--- config.mk ---
export PLATFORM = sky130hd
export DESIGN_NAME = srkt_cell
export DESIGN_NICKNAME = d
export VERILOG_FILES = /design/src/rtl/core/srkt_pkg.sv /design/src/rtl/core/srkt_cell.sv
export SDC_FILE = /design/constraint.sdc
export NUM_CORES = 1
export LEC_CHECK = 0
export ABC_CLOCK_PERIOD_IN_PS = 11840
export BUFFER_PORTS_ARGS = -buffer_cell sky130_fd_sc_hd__buf_2
export CAP_MARGIN = 30
export CORE_ASPECT_RATIO = 0.7
export CORE_MARGIN = 8
export CORE_UTILIZATION = 52
export CTS_CLUSTER_SIZE = 8
export DETAILED_ROUTE_END_ITERATION = 10
export PLACE_DENSITY = 0.88
export SYNTH_ARGS = -nofsm -noshare
export SYNTH_HDL_FRONTEND = slang
export SYNTH_SLANG_ARGS = --single-unit
--- constraint.sdc ---
create_clock -name i_clk -period 11.84 [get_ports i_clk]
set_input_delay 1.184 -clock i_clk [delete_from_list [all_inputs] [get_ports i_clk]]
set_output_delay 1.184 -clock i_clk [all_outputs]
set_load 0.05 [all_outputs]
--- src/rtl/core/srkt_pkg.sv ---
// Shared constants, types and codes for the sorted reference-counted key table.
package srkt_pkg;

    localparam int CAPACITY   = 64;
    localparam int COUNT_BITS = 16;
    localparam int KEY_W      = 64;
    localparam int USED_W     = $clog2(CAPACITY + 1);

    // Result field widths on the stream port
    localparam int EV_W       = 3;
    localparam int RC_W       = 16;
    localparam int EU_W       = 7;
    localparam int OUT_DATA_W = 32;
    localparam int OUT_PAD_W  = OUT_DATA_W - EV_W - RC_W - EU_W;

    localparam logic [COUNT_BITS-1:0] COUNT_MAX = {COUNT_BITS{1'b1}};
    localparam logic [COUNT_BITS-1:0] COUNT_ONE = COUNT_BITS'(1);

    localparam logic [EV_W-1:0] EV_INC      = 3'd0;
    localparam logic [EV_W-1:0] EV_FIRST    = 3'd1;
    localparam logic [EV_W-1:0] EV_DEC      = 3'd2;
    localparam logic [EV_W-1:0] EV_LAST     = 3'd3;
    localparam logic [EV_W-1:0] EV_NOTFOUND = 3'd4;
    localparam logic [EV_W-1:0] EV_FULL     = 3'd5;
    localparam logic [EV_W-1:0] EV_SAT      = 3'd6;

    localparam logic KIND_ACQUIRE = 1'b0;

    typedef enum logic [1:0] {
        ST_IDLE,
        ST_CMP,
        ST_RES,
        ST_APPLY
    } t_state;

    typedef enum logic [2:0] {
        OP_HOLD,
        OP_INS,
        OP_REM,
        OP_INC,
        OP_DEC
    } t_op;

    // Broadcast from the controller to every cell
    typedef struct packed {
        logic              cmp;
        t_op               op;
        logic [KEY_W-1:0]  key;
    } t_cell_cmd;

    // Contents of one cell, handed to the neighbors
    typedef struct packed {
        logic                  valid;
        logic [KEY_W-1:0]      key;
        logic [COUNT_BITS-1:0] count;
    } t_cell_data;

endpackage

--- src/rtl/core/srkt_cell.sv ---
// One table slot: holds a key and its count, compares against the broadcast key, shifts.
module srkt_cell
    import srkt_pkg::*;
(
    input  logic                  i_clk,
    input  logic                  i_rst_n,
    input  t_cell_cmd             i_cmd,
    input  t_cell_data            i_left,
    input  logic                  i_left_lt,
    input  t_cell_data            i_right,
    output t_cell_data            o_data,
    output logic                  o_lt,
    output logic                  o_eq,
    output logic [COUNT_BITS-1:0] o_hit_count
);

    logic                  r_valid;
    logic [KEY_W-1:0]      r_key;
    logic [COUNT_BITS-1:0] r_count;
    logic                  r_lt;
    logic                  r_eq;
    logic [COUNT_BITS-1:0] r_hit_count;

    logic                  n_valid;
    logic [KEY_W-1:0]      n_key;
    logic [COUNT_BITS-1:0] n_count;
    logic                  cmp_lt;
    logic                  cmp_eq;

    assign cmp_lt = r_valid && ($signed(r_key) < $signed(i_cmd.key));
    assign cmp_eq = r_valid && (r_key == i_cmd.key);

    always_comb begin
        n_valid = r_valid;
        n_key   = r_key;
        n_count = r_count;
        case (i_cmd.op)
            OP_INS: begin
                if (!r_lt) begin
                    if (i_left_lt) begin
                        // first slot not below the key: new entry lands here
                        n_valid = 1'b1;
                        n_key   = i_cmd.key;
                        n_count = COUNT_ONE;
                    end else begin
                        n_valid = i_left.valid;
                        n_key   = i_left.key;
                        n_count = i_left.count;
                    end
                end
            end
            OP_REM: begin
                if (!r_lt) begin
                    n_valid = i_right.valid;
                    n_key   = i_right.key;
                    n_count = i_right.count;
                end
            end
            OP_INC: begin
                if (r_eq) begin
                    n_count = r_count + COUNT_ONE;
                end
            end
            OP_DEC: begin
                if (r_eq) begin
                    n_count = r_count - COUNT_ONE;
                end
            end
            default: begin
            end
        endcase
    end

    always_ff @(posedge i_clk) begin
        if (!i_rst_n) begin
            r_valid <= 1'b0;
            r_lt    <= 1'b0;
            r_eq    <= 1'b0;
        end else begin
            r_valid <= n_valid;
            if (i_cmd.cmp) begin
                r_lt <= cmp_lt;
                r_eq <= cmp_eq;
            end
        end
    end

    always_ff @(posedge i_clk) begin
        r_key   <= n_key;
        r_count <= n_count;
        if (i_cmd.cmp) begin
            r_hit_count <= cmp_eq ? r_count : '0;
        end
    end

    assign o_data.valid = r_valid;
    assign o_data.key   = r_key;
    assign o_data.count = r_count;
    assign o_lt         = r_lt;
    assign o_eq         = r_eq;
    assign o_hit_count  = r_hit_count;

endmodule

==> run_results.csv, run 1 <==
group,metric,value,unit
global_routing,grt-ovfl-total,0,
worst_setup_path,criticalPathCategory,"input port to flip-flop",
worst_setup_path,regToRegSetupSlack,9.07,ns
yosys,synthAdderAreaFrac,14.1,%
worst_setup_path,arrival,3.65,ns
clocking,cts-root-buf,"clkbuf_16",
detailed_routing,met1_length,9580,µm
layout,drive_above_1_share,34.9,%
layout,syn_to_final_growth,29.5,%
yosys,synth_area_leaders,"edfxtp_1 (41%), ha_1 (14%), mux2i_1 (9.5%), o21ai_0 (6.4%), nand2_1 (4.7%)",
yosys,synth_compound_area_share,15.3,%
pwr,p_clk_share,27.2,%
layout,multi_input_area,0.00373,mm²
clocking,cts_buffers,9,
sta,setup_viol,0,
pwr,p_int,0.662,mW
worst_setup_path,cp.required,11.88,ns
sta,hold_violations,0,
worst_hold_path,hp-start,"o_eq$_SDFFE_PN0P_",
yosys,syn-num-nets,1028,
die,io_pins,332,
sta,fmax,277,MHz
layout,fillers,1053,
yosys,syn_inst,716,
yosys,ys_warn_count,0,
worst_setup_path,r2r-start,"r_key[49]$_DFFE_PP_",
detailed_routing,wl_per_cell,18.8,µm
sta,finClkSkew,0.0134,ns
global_routing,antenna_found_initial,3,
yosys,synth_top_area_cell,"edfxtp_1",
detailed_routing,wl_met3,1860,µm
pwr,p_seq_share,42.9,%
yosys,synth_cell_types,56,
clocking,cts_tree,"done",
yosys,yosys.area_share.simple,12.3,%
worst_setup_path,endpoint_kind,"flip-flop",
yosys,synthArstFlopShare,0,%
die,start_util,53.4,%
yosys,synth_most_common_cell,"edfxtp_1",
placed_design,dp.final_hpwl,18700,µm
yosys,synth_area,0.00706,mm²
yosys,ys_seq_area_share,41.7,%
yosys,yosys-mux-area-fraction,9.50,%
detailed_routing,ant_nets,0,
placed_design,dpl_worst_slack,7.89,ns
pwr,leakagePower,4.44,nW
detailed_routing,routed_wl,23100,µm
worst_setup_path,startpoint_type,"input port",
worst_setup_path,critPathLaunch,"i_cmd[64]",
detailed_routing,drt-pass1-iter-count,5,
sta,worst_pin_slew,1.01,ns
global_routing,grt_pass1_wl,35400,µm
global_routing,grt_max_degree,104,
clocking,ctsHoldBuffers,0,
clocking,clk_pin_slew,0.07,ns
placed_design,gp_congestion,0.910,
sta,rsz0062_at_grt,"false",
sta,min_period_over_period,30.5,%
yosys,synth_top_family_by_area,"compound AO/OA/AOI/OAI gates",
sta,drv_slew,0,
clocking,htree_levels,3,
sta,final.min_clock_period,3.61,ns
flow_run,cap_violations,0,
layout,regArea,0.00294,mm²
yosys,yosys_most_used_dff,"edfxtp_1",
yosys,post_synth_xor_area_fraction,1.36,%
detailed_routing,dr_wl_met2,11100,µm
worst_hold_path,hp-class,"flip-flop to flip-flop",
placed_design,numPortBuffers,331,
yosys,ys_seq_elements,99,
detailed_routing,drc_errors,0,
sta,slew_headroom,32.3,%
clocking,clock_sink_count,99,
detailed_routing,vias_per_cell,5.42,
clocking,clock_latency,0.34,ns
layout,nets,1347,
sta,setup_slack,8.23,ns
detailed_routing,drt_iter0_drc,422,
layout,fin_util,69.1,%
die,die_w,155,µm
sta,fin_tns_setup,0,ns
yosys,syn-mean-instance-area,9.86,µm²
die,die_y,113,µm
pwr,cellPowerDensity,110,mW/mm²
die,core,0.0132,mm²
yosys,synthTopCellsByCount,"edfxtp_1 (96), o21ai_0 (90), nand2_1 (89)",
global_routing,grtUsageTotal,25.2,%
die,design.die.area,0.0176,mm²
worst_setup_path,critPathMaxFanout,15,
pwr,combPwrFrac,29.9,%
clocking,cts_setup_buffers,0,
clocking,ctsResizeCount,0,
yosys,synth_top_cell_area_share,40.8,%
detailed_routing,num_vias,6658,
yosys,synth_edf_count,96,
pwr,p_sw,0.342,mW
pwr,finalPower,1.00,mW
clocking,clockBufferDepth,2,
global_routing,grt_pass1_vias,6583,
run_status,outcome,"complete, no violations",
detailed_routing,top_layer_used,"met4",
pwr,switching_share,34.0,%
pwr,ir_drop,66.7,µV
die,num_rows,35,
==> worst paths after layout <==
check,cells after the start,end
worst max-delay path,12,r_count[10]$_DFFE_PP_
worst min-delay path,2,o_eq$_SDFFE_PN0P_
worst max register to register,7,o_lt$_SDFFE_PN0P_
worst min register to register,2,o_eq$_SDFFE_PN0P_
==> layout by cell type, fill, tap and decap left out, types with 4 or more instances in the layout <==
master / instances
buf_2: 330
edfxtp_1: 96
o21ai_0: 90
nand2_1: 89
ha_1: 78
inv_1: 71
mux2i_1: 67
a21oi_1: 39
nor2_1: 19
and2_1: 16
nand4_1: 15
a22oi_1: 12
clkbuf_16: 9
xnor2_1: 8
nor3_1: 8
nand3_1: 6
nor2b_1: 5
buf_4: 5
o21ai_1: 4
o21bai_1: 4
nand2b_1: 4
a21o_1: 4
==> worst max-delay path: stages <==
cell and delay, ns:
buf_2 0.13, nor2_1 0.11, nand2_1 0.13, inv_1 0.44
ha_1 0.37, nor2b_1 0.15, o21ai_0 0.24, a21oi_1 0.17
o21ai_0 0.29, o21bai_1 0.10, a211oi_1 0.24, o31ai_1 0.09
==> per-stage QoR <==
| stage | hold slack (ns) | instances | cell area [µm²] |
|---|---|---|---|
| 2_1_floorplan | 0.530 | 716 | 7060 |
| 3_5_place_dp | 0.549 | 1209 | 8870 |
| 3_3_place_gp | 0.530 | 1208 | 8860 |
| 5_1_grt | 0.567 | 1228 | 9150 |
| 4_1_cts | 0.555 | 1225 | 9140 |
| 6_report | 0.556 | 1228 | 9150 |
==> sequential cells by signal, indices dropped and copies added (netlist names) <==
name,flops
r_key,64
o_hit_count,16
r_count,16
o_eq,1
o_lt,1
r_valid,1
==> layer usage <==
layer | GRT usage, % | vias to the layer above
li1 | - | 3260
met1 | 31.1 | 3046
met2 | 42.4 | 318
met3 | 6.50 | 34
met4 | 8.31 | 0
met5 | 0 | -
==> cells by family (layout without fill, tap and decap cells) <==
group | after synthesis | in the layout
DFF | 99 | 99
buffers and inverters | 99 | 423
adders and majority gates | 79 | 79
AOI/OAI and AO/OA | 181 | 181
xor gates and xnor gates | 11 | 11
muxes | 67 | 67
other | 0 | 3
and+or+nand+nor | 180 | 180
==> power by group through the flow <==
| stage | logic (mW) | registers [mW] | clock network (mW) |
|---|---|---|---|
| global placement | 0.291 | 0.437 | 0 |
| global route | 0.325 | 0.433 | 0.290 |
| CTS | 0.300 | 0.431 | 0.278 |
| finish | 0.300 | 0.431 | 0.273 |
| detailed placement | 0.299 | 0.438 | 0 |
| floorplan | 0.119 | 0.516 | 0 |
==> layout make-up <==
class	count	share of cell area (%)
Antenna cell	3	0.0821
Clock buffer	10	2.50
Clock inverter	6	0.451
Inverter	71	2.91
Multi-Input combinational cell	518	40.7
Sequential cell	99	32.2
Tap cell	185	2.53
Timing Repair Buffer	336	18.6
(Power assumes the default switching activity.)
==> run 2: changes to the inputs <==
--- a/config.mk
+++ b/config.mk
@@ -5,15 +5,15 @@
 export SDC_FILE = /design/constraint.sdc
 export NUM_CORES = 1
 export LEC_CHECK = 0
-export ABC_CLOCK_PERIOD_IN_PS = 11840
+export ABC_CLOCK_PERIOD_IN_PS = 3100
 export BUFFER_PORTS_ARGS = -buffer_cell sky130_fd_sc_hd__buf_2
 export CAP_MARGIN = 30
 export CORE_ASPECT_RATIO = 0.7
 export CORE_MARGIN = 8
-export CORE_UTILIZATION = 52
+export CORE_UTILIZATION = 43
 export CTS_CLUSTER_SIZE = 8
 export DETAILED_ROUTE_END_ITERATION = 10
-export PLACE_DENSITY = 0.88
+export PLACE_DENSITY = 0.78
 export SYNTH_ARGS = -nofsm -noshare
 export SYNTH_HDL_FRONTEND = slang
 export SYNTH_SLANG_ARGS = --single-unit
==> constraint.sdc (replaced) <==
create_clock -name i_clk -period 3.1 [get_ports i_clk]
set_input_delay 0.31 -clock i_clk [delete_from_list [all_inputs] [get_ports i_clk]]
set_output_delay 0.31 -clock i_clk [all_outputs]
set_load 0.05 [all_outputs]
==> run_results.csv, run 2 (same netlist as run 1, synthesis figures left out) <==
group,metric,value,unit
layout,final_common_cell,"buf_2",
sta,slew_headroom,40.0,%
detailed_routing,wl_per_cell,18.0,µm
placed_design,numPortBuffers,331,
sta,fin_hold_ws,0.234,ns
clocking,cts-root-buf,"clkbuf_16",
die,die_y,123,µm
clocking,clock_sink_count,99,
placed_design,dp.final_hpwl,18600,µm
clocking,ctsResizeCount,0,
die,start_util,43.6,%
worst_hold_path,hp-start,"i_rst_n",
worst_hold_path,hp-class,"input port to flip-flop",
placed_design,dp_cells,1252,
die,die_w,169,µm
die,num_rows,39,
die,io_pins,332,
pwr,leakagePower,4.47,nW
sta,final.min_clock_period,2.62,ns
sta,finClkSkew,0.0155,ns
sta,fin_tns_setup,0,ns
sta,setup_slack,0.476,ns
detailed_routing,vias_per_cell,5.17,
clocking,clockBufferDepth,2,
sta,rsz0062_at_grt,"false",
sta,drv_slew,0,
worst_setup_path,endpoint_kind,"flip-flop",
sta,fmax,381,MHz
detailed_routing,num_vias,6557,
pwr,cellPowerDensity,432,mW/mm²
placed_design,dpl_worst_slack,0.264,ns
pwr,ir_drop,262,µV
detailed_routing,drt-pass1-iter-count,5,
global_routing,grt-ovfl-total,0,
global_routing,grtUsageTotal,20.9,%
worst_setup_path,crit_buf_inv,1,
sta,min_period_over_period,84.6,%
layout,syn_to_final_growth,31.3,%
layout,most-common-layout-cells,"buf_2 (330), edfxtp_1 (96), o21ai_0 (90)",
worst_setup_path,critPathMostFrequentCell,"a21oi_1",
sta,hold_violations,0,
worst_setup_path,criticalPathCategory,"flip-flop to flip-flop",
layout,final_cells,1268,
worst_setup_path,critPathMaxFanout,5,
worst_setup_path,cpLargestDelayFamily,"compound AO/OA/AOI/OAI gates",
detailed_routing,routed_wl,22800,µm
placed_design,gp_congestion,0.892,
layout,fillers,1468,
layout,multi_input_area,0.00373,mm²
worst_setup_path,startpoint_type,"flip-flop",
worst_setup_path,cp.required,3.19,ns
clocking,cts_setup_buffers,0,
worst_setup_path,arrival,2.71,ns
die,design.die.area,0.0208,mm²
worst_setup_path,max_stage_delay,0.48,ns
sta,setup_viol,0,
clocking,htree_levels,3,
worst_setup_path,path_cells,"inv_1 > fa_1 > nor2b_1 > o21ai_0 > a21oi_1 > o211ai_1 > a21oi_1 > mux2i_1 > nand2_1",
clocking,clock_latency,0.35,ns
clocking,cts_tree,"done",
run_status,outcome,"complete, no violations",
global_routing,grt_pass1_wl,34600,µm
clocking,cts_buffers,9,
worst_setup_path,critPathLaunch,"r_count[0]$_DFFE_PP_",
layout,largest_reg_flops,64,
layout,drive_above_1_share,35.3,%
layout,regArea,0.00294,mm²
worst_setup_path,cpMaxStageDelayCell,"fa_1",
clocking,ctsHoldBuffers,0,
clocking,clk_pin_slew,0.08,ns
layout,max_flop_register,"r_key",
sta,worst_pin_slew,0.901,ns
die,core,0.0162,mm²
layout,antenna_cells,0,
detailed_routing,drc_errors,0,
layout,nets,1350,
global_routing,grt_max_degree,109,
flow_run,cap_violations,0,
layout,fin_util,57.2,%
global_routing,antenna_found_initial,0,
worst_setup_path,r2r-start,"r_count[0]$_DFFE_PP_",
detailed_routing,drt_iter0_drc,383,
detailed_routing,ant_nets,0,
global_routing,grt_pass1_vias,6617,
[run 2: changes by cell type in the layout (fill, tap and decap cells not counted), sizes merged]
cell / previous run / this run
bufinv: 0 / 2
clkinv: 4 / 1
clkinvlp: 1 / 2
diode: 3 / 0
buf: 336 / 339
[run 2: final cells by class]
cell class	instances	area share, %
Sequential cell	99	31.7
Clock buffer	10	2.47
Timing Repair Buffer	339	18.7
Clock inverter	6	0.958
Multi-Input combinational cell	518	40.3
Tap cell	225	3.04
Inverter	71	2.87
[run 2: final timing paths]
kind                                         endpoint  slack [ns]  cells past startpoint
worst min register to register      o_eq$_SDFFE_PN0P_        0.58                      2
worst min-delay path                o_eq$_SDFFE_PN0P_        0.23                      2
worst max register to register  r_count[14]$_DFFE_PP_        0.48                      9
worst max-delay path            r_count[14]$_DFFE_PP_        0.48                      9
[run 2: routing by layer]
metal	vias to the layer above	GRT usage (%)	wire, µm
li1	3250	-	-
met1	3023	26.0	10000
met2	254	35.5	10600
met3	30	5.61	1760
met4	0	6.23	442
met5	-	0	0
[run 2: stage by stage]
stage,total power [mW],cell area [µm²]
final,4.01,9270
after global routing,4.20,9270
after CTS,4.05,9270
after detailed placement,2.82,8950
after global placement,2.80,8950
after floorplan,2.42,7070
[run 2: power by group]
group | switching [mW] | internal [mW] | total (mW)
clock network | 0.506 | 0.710 | 1.22
registers | 0.0535 | 1.59 | 1.65
logic | 0.753 | 0.395 | 1.15
