--- config.mk ---
export PLATFORM = sky130hd
export DESIGN_NAME = srkt_ctrl
export DESIGN_NICKNAME = d
export VERILOG_FILES = /design/src/rtl/core/srkt_pkg.sv /design/src/rtl/core/srkt_ctrl.sv
export SDC_FILE = /design/constraint.sdc
export NUM_CORES = 1
export LEC_CHECK = 0
export ABC_AREA = 1
export ABC_CLOCK_PERIOD_IN_PS = 3200
export CORE_AREA = 4 4 494 496
export CTS_CLUSTER_SIZE = 30
export DETAILED_ROUTE_END_ITERATION = 10
export DIE_AREA = 0 0 498 500
export DONT_BUFFER_PORTS = 1
export SLEW_MARGIN = 20
export SYNTH_ARGS = -nofsm -noshare
export SYNTH_HDL_FRONTEND = slang
export SYNTH_SLANG_ARGS = --single-unit
--- constraint.sdc ---
create_clock -name i_clk -period 3.2 [get_ports i_clk]
set_input_delay 0.64 -clock i_clk [delete_from_list [all_inputs] [get_ports i_clk]]
set_output_delay 0.64 -clock i_clk [all_outputs]
set_load 0.1 [all_outputs]
--- src/rtl/core/srkt_pkg.sv ---
// Shared constants, types and codes for the sorted reference-counted key table.
package srkt_pkg;

    localparam int CAPACITY   = 64;
    localparam int COUNT_BITS = 16;
    localparam int KEY_W      = 64;
    localparam int USED_W     = $clog2(CAPACITY + 1);

    // Result field widths on the stream port
    localparam int EV_W       = 3;
    localparam int RC_W       = 16;
    localparam int EU_W       = 7;
    localparam int OUT_DATA_W = 32;
    localparam int OUT_PAD_W  = OUT_DATA_W - EV_W - RC_W - EU_W;

    localparam logic [COUNT_BITS-1:0] COUNT_MAX = {COUNT_BITS{1'b1}};
    localparam logic [COUNT_BITS-1:0] COUNT_ONE = COUNT_BITS'(1);

    localparam logic [EV_W-1:0] EV_INC      = 3'd0;
    localparam logic [EV_W-1:0] EV_FIRST    = 3'd1;
    localparam logic [EV_W-1:0] EV_DEC      = 3'd2;
    localparam logic [EV_W-1:0] EV_LAST     = 3'd3;
    localparam logic [EV_W-1:0] EV_NOTFOUND = 3'd4;
    localparam logic [EV_W-1:0] EV_FULL     = 3'd5;
    localparam logic [EV_W-1:0] EV_SAT      = 3'd6;

    localparam logic KIND_ACQUIRE = 1'b0;

    typedef enum logic [1:0] {
        ST_IDLE,
        ST_CMP,
        ST_RES,
        ST_APPLY
    } t_state;

    typedef enum logic [2:0] {
        OP_HOLD,
        OP_INS,
        OP_REM,
        OP_INC,
        OP_DEC
    } t_op;

    // Broadcast from the controller to every cell
    typedef struct packed {
        logic              cmp;
        t_op               op;
        logic [KEY_W-1:0]  key;
    } t_cell_cmd;

    // Contents of one cell, handed to the neighbors
    typedef struct packed {
        logic                  valid;
        logic [KEY_W-1:0]      key;
        logic [COUNT_BITS-1:0] count;
    } t_cell_data;

endpackage

--- src/rtl/core/srkt_ctrl.sv ---
// Sequencer: takes an item, runs compare, resolve and apply, and holds the result beat.
module srkt_ctrl
    import srkt_pkg::*;
(
    input  logic                                i_clk,
    input  logic                                i_rst_n,
    input  logic                                i_in_valid,
    output logic                                o_in_ready,
    input  logic                                i_kind,
    input  logic [KEY_W-1:0]                    i_key,
    output logic                                o_out_valid,
    input  logic                                i_out_ready,
    output logic [OUT_DATA_W-1:0]               o_out_data,
    output t_cell_cmd                           o_cmd,
    input  logic [CAPACITY-1:0]                 i_eq,
    input  logic [CAPACITY-1:0][COUNT_BITS-1:0] i_hit_count
);

    t_state                r_state, n_state;
    logic                  r_kind;
    logic [KEY_W-1:0]      r_key;
    t_op                   r_op, n_op;
    logic [EV_W-1:0]       r_ev, n_ev;
    logic [COUNT_BITS-1:0] r_cnt, n_cnt;
    logic [USED_W-1:0]     r_used, n_used;
    logic [USED_W-1:0]     r_res_used;
    logic                  r_out_valid;
    logic [OUT_DATA_W-1:0] r_out_data;

    logic                  accept;
    logic                  slot_free;
    logic                  hit;
    logic [COUNT_BITS-1:0] hit_count;

    assign slot_free = !r_out_valid || i_out_ready;
    assign accept    = i_in_valid && o_in_ready;

    always_comb begin
        hit       = 1'b0;
        hit_count = '0;
        for (int i = 0; i < CAPACITY; i++) begin
            hit       = hit | i_eq[i];
            hit_count = hit_count | i_hit_count[i];
        end
    end

    // Decide the table operation and the result from the registered flags
    always_comb begin
        n_op   = OP_HOLD;
        n_ev   = EV_NOTFOUND;
        n_cnt  = '0;
        n_used = r_used;
        if (r_kind == KIND_ACQUIRE) begin
            if (!hit) begin
                if (r_used == USED_W'(CAPACITY)) begin
                    n_ev = EV_FULL;
                end else begin
                    n_op   = OP_INS;
                    n_ev   = EV_FIRST;
                    n_cnt  = COUNT_ONE;
                    n_used = r_used + USED_W'(1);
                end
            end else if (hit_count == COUNT_MAX) begin
                n_ev  = EV_SAT;
                n_cnt = hit_count;
            end else begin
                n_op  = OP_INC;
                n_cnt = hit_count + COUNT_ONE;
                n_ev  = (hit_count == '0) ? EV_FIRST : EV_INC;
            end
        end else begin
            if (!hit) begin
                n_ev = EV_NOTFOUND;
            end else if (hit_count <= COUNT_ONE) begin
                n_op   = OP_REM;
                n_ev   = EV_LAST;
                n_used = r_used - USED_W'(1);
            end else begin
                n_op  = OP_DEC;
                n_ev  = EV_DEC;
                n_cnt = hit_count - COUNT_ONE;
            end
        end
    end

    always_comb begin
        n_state = r_state;
        unique case (r_state)
            ST_IDLE:  if (i_in_valid) n_state = ST_CMP;
            ST_CMP:   n_state = ST_RES;
            ST_RES:   n_state = ST_APPLY;
            ST_APPLY: if (slot_free) n_state = ST_IDLE;
            default:  n_state = ST_IDLE;
        endcase
    end

    always_comb begin
        o_in_ready = 1'b0;
        o_cmd.cmp  = 1'b0;
        o_cmd.op   = OP_HOLD;
        o_cmd.key  = r_key;
        unique case (r_state)
            ST_IDLE:  o_in_ready = 1'b1;
            ST_CMP:   o_cmd.cmp = 1'b1;
            ST_RES:   o_cmd.op = OP_HOLD;
            ST_APPLY: if (slot_free) o_cmd.op = r_op;
            default:  o_in_ready = 1'b0;
        endcase
    end

    always_ff @(posedge i_clk) begin
        if (!i_rst_n) begin
            r_state     <= ST_IDLE;
            r_used      <= '0;
            r_out_valid <= 1'b0;
        end else begin
            r_state <= n_state;
            if (r_state == ST_APPLY && slot_free) begin
                r_used      <= r_res_used;
                r_out_valid <= 1'b1;
            end else if (i_out_ready) begin
                r_out_valid <= 1'b0;
            end
        end
    end

    always_ff @(posedge i_clk) begin
        if (accept) begin
            r_kind <= i_kind;
            r_key  <= i_key;
        end
        if (r_state == ST_RES) begin
            r_op       <= n_op;
            r_ev       <= n_ev;
            r_cnt      <= n_cnt;
            r_res_used <= n_used;
        end
        if (r_state == ST_APPLY && slot_free) begin
            r_out_data <= {{OUT_PAD_W{1'b0}}, EU_W'(r_res_used), RC_W'(r_cnt), r_ev};
        end
    end

    assign o_out_valid = r_out_valid;
    assign o_out_data  = r_out_data;

endmodule

==> flow_summary_export.csv, run 1 <==
group,metric,value,unit
sta,relSlewSlack,0.224,
placed_design,place_congestion,1.05,
cts,holdBufCountCts,0,
setup_path,critPathMaxStageDelay,280,ps
power_and_ir_drop,power.density,466,nW/um^2
cts,cts_buffers,17,
global_route,grt_max_degree,31,
sta,finalHoldViolCount,0,
sta,setup_violations,0,
synthesis,synth_area_per_cell,6.33,um^2
cts,htreeDepth,4,
cells_and_area,layout.cells.non_filler,4952,
global_route,antenna_found_initial,113,
setup_path,cp_max_fo,5,
worst_hold_path,hold-path-cell-count,0,
sta,drv_slew,0,
synthesis,ys_ff_latch,130,
sta,clock_skew,8.51,ps
die,core.rowCount,180,
drt,drtAntennaViolNets,0,
worst_hold_path,hold_end,"r_key[15]",
cts,clk_path_buf_depth,2,
worst_hold_path,hold_path.class,"in -> reg",
synthesis,async_reset_ff_frac,0,
sta,worstMarginPinSlew,1170,ps
cells_and_area,nets,2864,
global_route,grt_pass1_wl,124000,um
sta,max_freq,347,MHz
synthesis,syn_inst,1503,
setup_path,critical_path_class,"in -> reg",
placed_design,post-dp-hpwl,99300,um
drt,vias_per_cell,2.32,
power_and_ir_drop,p_leak,4.72,nW
die,core,240000,um^2
cells_and_area,layout-drive-gt1-share,0.151,
setup_path,path_buf_inv,4,
setup_path,critPathTopFamily,"simple AND/OR/NAND/NOR gates",
die,start_util,0.0397,
cts,cts.clk_slew.worst_paths,70,ps
synthesis,synthFlopType,"edfxtp_1",
setup_path,path_cells,"nor2_1 -> nand2_1 -> nor2_4 -> buf_4 -> nand2_1 -> nor3_2 -> and2_2 -> inv_1 -> ha_1 -> or2_2 -> nand2_2 -> nor2_4 -> nand2_4 -> clkinv_1 -> nand2_1 -> nand2_1 -> xor2_1 -> inv_1",
synthesis,synth_area,9520,um^2
flow_run,timing.max_cap.violations,0,
drt,wl,105000,um
setup_path,critPathLaunchType,"primary input",
die,dieArea,249000,um^2
synthesis,synth_edf_count,120,
cts,cts_root_buf,"clkbuf_16",
sta,whs,275,ps
worst_hold_path,worstHoldStart,"i_key[15]",
power_and_ir_drop,irDropWorstVdd,0.000338,V
die,die_x,498,um
cts,clock_latency,450,ps
setup_path,crit_path_end_kind,"register",
setup_path,cp_slowest_cell,"nor3_2",
setup_path,worstRegToRegCells,10,
global_route,grt_overflow,0,
setup_path,rr_startpoint,"r_used[0]",
global_route,grt_pass1_vias,11200,
cells_and_area,area_delta_synth_final,65.0,%
cts,cts_sinks,130,
placed_design,place_ws,-946,ps
setup_path,rrSetupSlack,1230,ps
sta,final.setup.tns,0,ps
sta,timing.final.crit_share,0.901,
status,status,"complete, no violations",
sta,rsz0062_at_grt,"no",
cts,cts_tree,"yes",
synthesis,synth-warning-count,0,
setup_path,worstReg2RegEnd,"r_res_used[4]",
drt,first_pass_iters,7,
setup_path,cp_common_cell,"nand2_1",
sta,fin_crit,2880,ps
cells_and_area,fill_cells,28400,
setup_path,worstPathRequired,3410,ps
die,die_y,500,um
drt,post_drt_wl_per_cell,21.3,um
synthesis,ys_types,37,
die,io-pin-count,1259,
sta,setup_slack,317,ps
drt,drc_errors,0,
global_route,grt_usage,0.0795,
drt,num_vias,11500,
placed_design,dpl.cell_count,4864,
drt,drtIter0Drc,589,
setup_path,arrival,3090,ps
placed_design,port_buffers,0,
synthesis,ys_seq_area_frac,0.400,
[synth_stat cells, drive strengths merged (2+ instances only)]
cell | n | area share
xor2 | 13 | 0.012
o211ai | 2 | 0.0016
a21oi | 17 | 0.0089
edfxtp | 120 | 0.38
buf | 12 | 0.0095
o21ai | 31 | 0.016
nand3b | 5 | 0.0039
dfxtp | 10 | 0.021
nor3 | 12 | 0.0075
o22ai | 2 | 0.0013
xnor2 | 3 | 0.0028
nand4 | 9 | 0.0059
nand2 | 432 | 0.18
nor2 | 733 | 0.30
nand3 | 33 | 0.018
inv | 43 | 0.017
nor4 | 9 | 0.0059
ha | 9 | 0.012
[through the flow]
step	utilization	power, mW	area (um^2)
after floorplan	-	4.75	9540
after detailed placement	0.0625	5.51	15000
after CTS	0.0649	7.47	15600
after global routing	0.0655	7.63	15700
after global placement	0.0625	5.50	15000
final	0.0655	7.32	15700
[where the power goes]
| part | switching (mW) | total [mW] | leakage [nW] | internal (mW) |
|---|---|---|---|---|
| sequential | 1.27 | 3.62 | 1.19 | 2.35 |
| combinational | 1.38 | 1.78 | 3.25 | 0.400 |
| clock | 0.872 | 1.91 | 0.288 | 1.04 |
| total | 3.52 | 7.32 | 4.72 | 3.79 |
[timing repair]
item / CTS / global route
setup buffers: 0 / 0
setup endpoints to repair: 29 / 9
resized for setup: 3 / 1
[cell families after synthesis]
logic type / after synthesis / share of synthesized area
compound gates: 55 / 0.0305
xor+xnor: 16 / 0.0147
fa+ha+maj: 9 / 0.0118
buf+inv: 57 / 0.0272
flops: 130 / 0.400
other cells: 1 / 0.000394
simple gates: 1235 / 0.516
[layout by cell type (no fill, tap or decap), types with 3 or more instances in the layout]
master and n:
nand2_4 3, inv_1 41, nor2_2 14, nand4_1 9, xor2_1 13, o21ai_1 6, nand3_1 32, inv_6 5
clkinv_4 3, o21ai_0 25, ha_1 9, nor2_4 6, dfxtp_1 10, buf_12 12, xnor2_1 3, inv_8 6
nor3_1 10, nand3b_1 5, nor4_1 9, nor2_1 712, conb_1 6, clkbuf_16 17, nand2_1 417, a21oi_1 17
nand2_2 12, diode_2 56, buf_4 172, edfxtp_1 120
[layout make-up]
cell class	count	area (um^2)	share of cell area
multi-input cells	1321	5500	0.350
well taps	3185	3990	0.254
inverters	44	165	0.0105
diodes	56	140	0.00892
clock inverters	15	154	0.00980
clock buffers	17	425	0.0271
repair buffers	184	1530	0.0975
flip-flops and latches	130	3800	0.242
[per-layer routing]
| layer | GRT usage | up-vias | wire (um) |
|---|---|---|---|
| met5 | 0 | - | 261 |
| met4 | 0.0500 | 42 | 7290 |
| met3 | 0.0313 | 261 | 10300 |
| met2 | 0.147 | 1004 | 54200 |
| met1 | 0.0723 | 4974 | 33200 |
| li1 | - | 5209 | - |
[how the worst max path moves through the flow]
stage               depth (start not counted)            end        startpoint
global placement                           18  r_res_used[0]  i_hit_count[896]
floorplan                                   4       r_key[0]        r_state[0]
detailed placement                         18  r_res_used[0]  i_hit_count[896]
CTS                                        18  r_res_used[0]  i_hit_count[896]
global route                               18  r_res_used[0]  i_hit_count[896]
finish                                     18  r_res_used[0]  i_hit_count[896]
[flip-flops by register name, indices dropped and copies added (netlist names)]
register and flops:
r_op 3, o_out_valid 1, r_kind 1, r_cnt 16, r_used 7, r_state 2, r_key 64, r_res_used 7
o_out_data 26, r_ev 3
No activity file was read; power rests on OpenSTA's default activity.
==> inputs of run 2 (changes only) <==
--- a/constraint.sdc
+++ b/constraint.sdc
@@ -3,2 +3,2 @@
 set_output_delay 0.64 -clock i_clk [all_outputs]
-set_load 0.1 [all_outputs]
+set_load 0.05 [all_outputs]
==> run 2 against run 1 <==
Hold slack lost 8.5 ps; critical endpoint is now r_cnt[7]; via count about the same; sequential power fell by 8.0%.
==> flow_summary_export.csv, run 2 (synthesized netlist as in run 1, its figures left out) <==
group,metric,value,unit
status,status,"complete, no violations",
sta,max_freq,353,MHz
worst_hold_path,hold_path.class,"in -> reg",
sta,setup_violations,0,
global_route,antenna_found_initial,118,
global_route,use_met1,0.0691,
die,core.rowCount,180,
drt,drc_errors,0,
global_route,grt_usage,0.0796,
placed_design,place_congestion,1.05,
sta,clock_skew,11.8,ps
power_and_ir_drop,seq_power_share,0.520,
power_and_ir_drop,total_power,6.41,mW
sta,drv_slew,0,
cells_and_area,seqCellArea,3800,um^2
power_and_ir_drop,power.density,413,nW/um^2
cells_and_area,area_delta_synth_final,62.9,%
global_route,grt_pass1_vias,11000,
cells_and_area,multi_input_area,5480,um^2
setup_path,path_cells,"nor2_1 -> nand2_1 -> nor2_1 -> buf_4 -> nand2_1 -> nor3_2 -> and2_2 -> inv_1 -> ha_1 -> or2_2 -> nand2_2 -> nor2_4 -> nand2_4 -> nand2_4 -> buf_4 -> o31ai_1",
power_and_ir_drop,internal_power,3.73,mW
placed_design,port_buffers,0,
sta,rsz0062_at_grt,"no",
sta,finalHoldViolCount,0,
drt,drtAntennaViolNets,0,
cells_and_area,largest-register,"r_key",
global_route,use_met2,0.145,
drt,post_drt_wl_per_cell,21.4,um
drt,num_vias,11500,
cts,post-cts-setup-buffers,0,
cells_and_area,nets,2840,
placed_design,post-dp-hpwl,99700,um
die,die_y,500,um
power_and_ir_drop,switching_share,0.419,
drt,wl,106000,um
global_route,met3_usage,0.0374,
cts,cts_buffers,17,
global_route,grt_overflow,0,
flow_run,timing.max_cap.violations,0,
sta,worstMarginPinSlew,885,ps
setup_path,arrival,3110,ps
sta,setup_slack,365,ps
setup_path,worstPathRequired,3480,ps
die,start_util,0.0397,
sta,relSlewSlack,0.411,
die,die_x,498,um
power_and_ir_drop,switchingPower,2.68,mW
setup_path,crit_path_end_kind,"register",
cts,clock_latency,460,ps
cells_and_area,largest_register_ffs,64,
placed_design,place_ws,-466,ps
power_and_ir_drop,p_leak,4.60,nW
power_and_ir_drop,comb_power_share,0.177,
global_route,grt_pass1_wl,123000,um
setup_path,cp_slowest_cell,"or2_2",
power_and_ir_drop,irDropWorstVdd,0.000388,V
cells_and_area,final_cell_mix,"nor2_1 (716), nand2_1 (417), buf_4 (149)",
die,core,240000,um^2
cts,htreeDepth,4,
cts,cts.clk_slew.worst_paths,70,ps
cells_and_area,fill_cells,28400,
drt,first_pass_iters,5,
setup_path,critPathMaxStageDelay,300,ps
die,dieArea,249000,um^2
cells_and_area,layout.cells.most_common,"nor2_1",
global_route,grt_max_degree,34,
sta,timing.final.crit_share,0.886,
drt,vias_per_cell,2.33,
global_route,top_usage_layer,"met2",
die,io-pin-count,1259,
sta,fin_crit,2830,ps
setup_path,critical_path_class,"in -> reg",
setup_path,critPathLaunchType,"primary input",
cts,cts_tree,"yes",
cts,clk_path_buf_depth,2,
setup_path,cp_max_fo,14,
cells_and_area,layout-drive-gt1-share,0.137,
drt,drtIter0Drc,680,
cts,cts_root_buf,"clkbuf_16",
cts,holdBufCountCts,0,
power_and_ir_drop,p_clk_frac,0.303,
cts,cts_sinks,130,
==> run 2: routing by layer <==
layer  vias up  part of all wire
li1       5166                 -
met1      4918              0.30
met2      1069              0.51
met3       286              0.11
met4        46             0.071
met5         -            0.0027
==> run 2: area by class of cell <==
class                      instances  share of cell area
clock inverter                    15             0.00984
timing repair buffer             160              0.0863
antenna                           62              0.0100
multi-input combinational       1321               0.354
clock buffer                      17              0.0274
tap                             3185               0.257
inverter                          44              0.0106
sequential                       130               0.245
==> run 2: worst paths after layout <==
check	to	slack, ps	start	cells after the start
max reg2reg	r_res_used[4]	1140	r_used[0]	10
min reg2reg	o_out_data[6]	420	r_cnt[3]	0
max	r_cnt[7]	370	i_hit_count[864]	16
min	r_key[15]	270	i_key[15]	0
==> run 2: worst max-delay path, delay by kind of cell <==
kind,cells,cell delay [ps]
AND/OR/NAND/NOR,11,1660
buffers and inverters,3,380
AO/OA/AOI/OAI,1,250
adder cells (fa/ha/maj),1,170
==> run 2: what timing repair did <==
action                                  CTS  global route
hold endpoints to repair                  0             0
gates resized for setup                   0             2
endpoints found under the setup margin    0             5
==> run 2: per-stage QoR <==
| stage | hold slack, ps | instances | area [um^2] | setup TNS [ps] | util |
|---|---|---|---|---|---|
| final | 267 | 4934 | 15500 | 0 | 0.0647 |
| after CTS | 221 | 4872 | 15300 | 0 | 0.0640 |
| after detailed placement | 411 | 4840 | 14800 | -6940 | 0.0616 |
| after global placement | 403 | 4840 | 14800 | -6790 | 0.0616 |
| after global routing | 230 | 4923 | 15500 | 0 | 0.0646 |
| after floorplan | 400 | 1508 | 9540 | 0 | - |
==> run 2: power groups by stage <==
stage | Sequential, mW | Clock (mW) | Combinational [mW]
global placement | 3.39 | 0 | 1.18
CTS | 3.35 | 2.01 | 1.19
detailed placement | 3.39 | 0 | 1.18
floorplan | 3.20 | 0 | 0.707
global route | 3.36 | 2.07 | 1.29
finish | 3.33 | 1.94 | 1.14
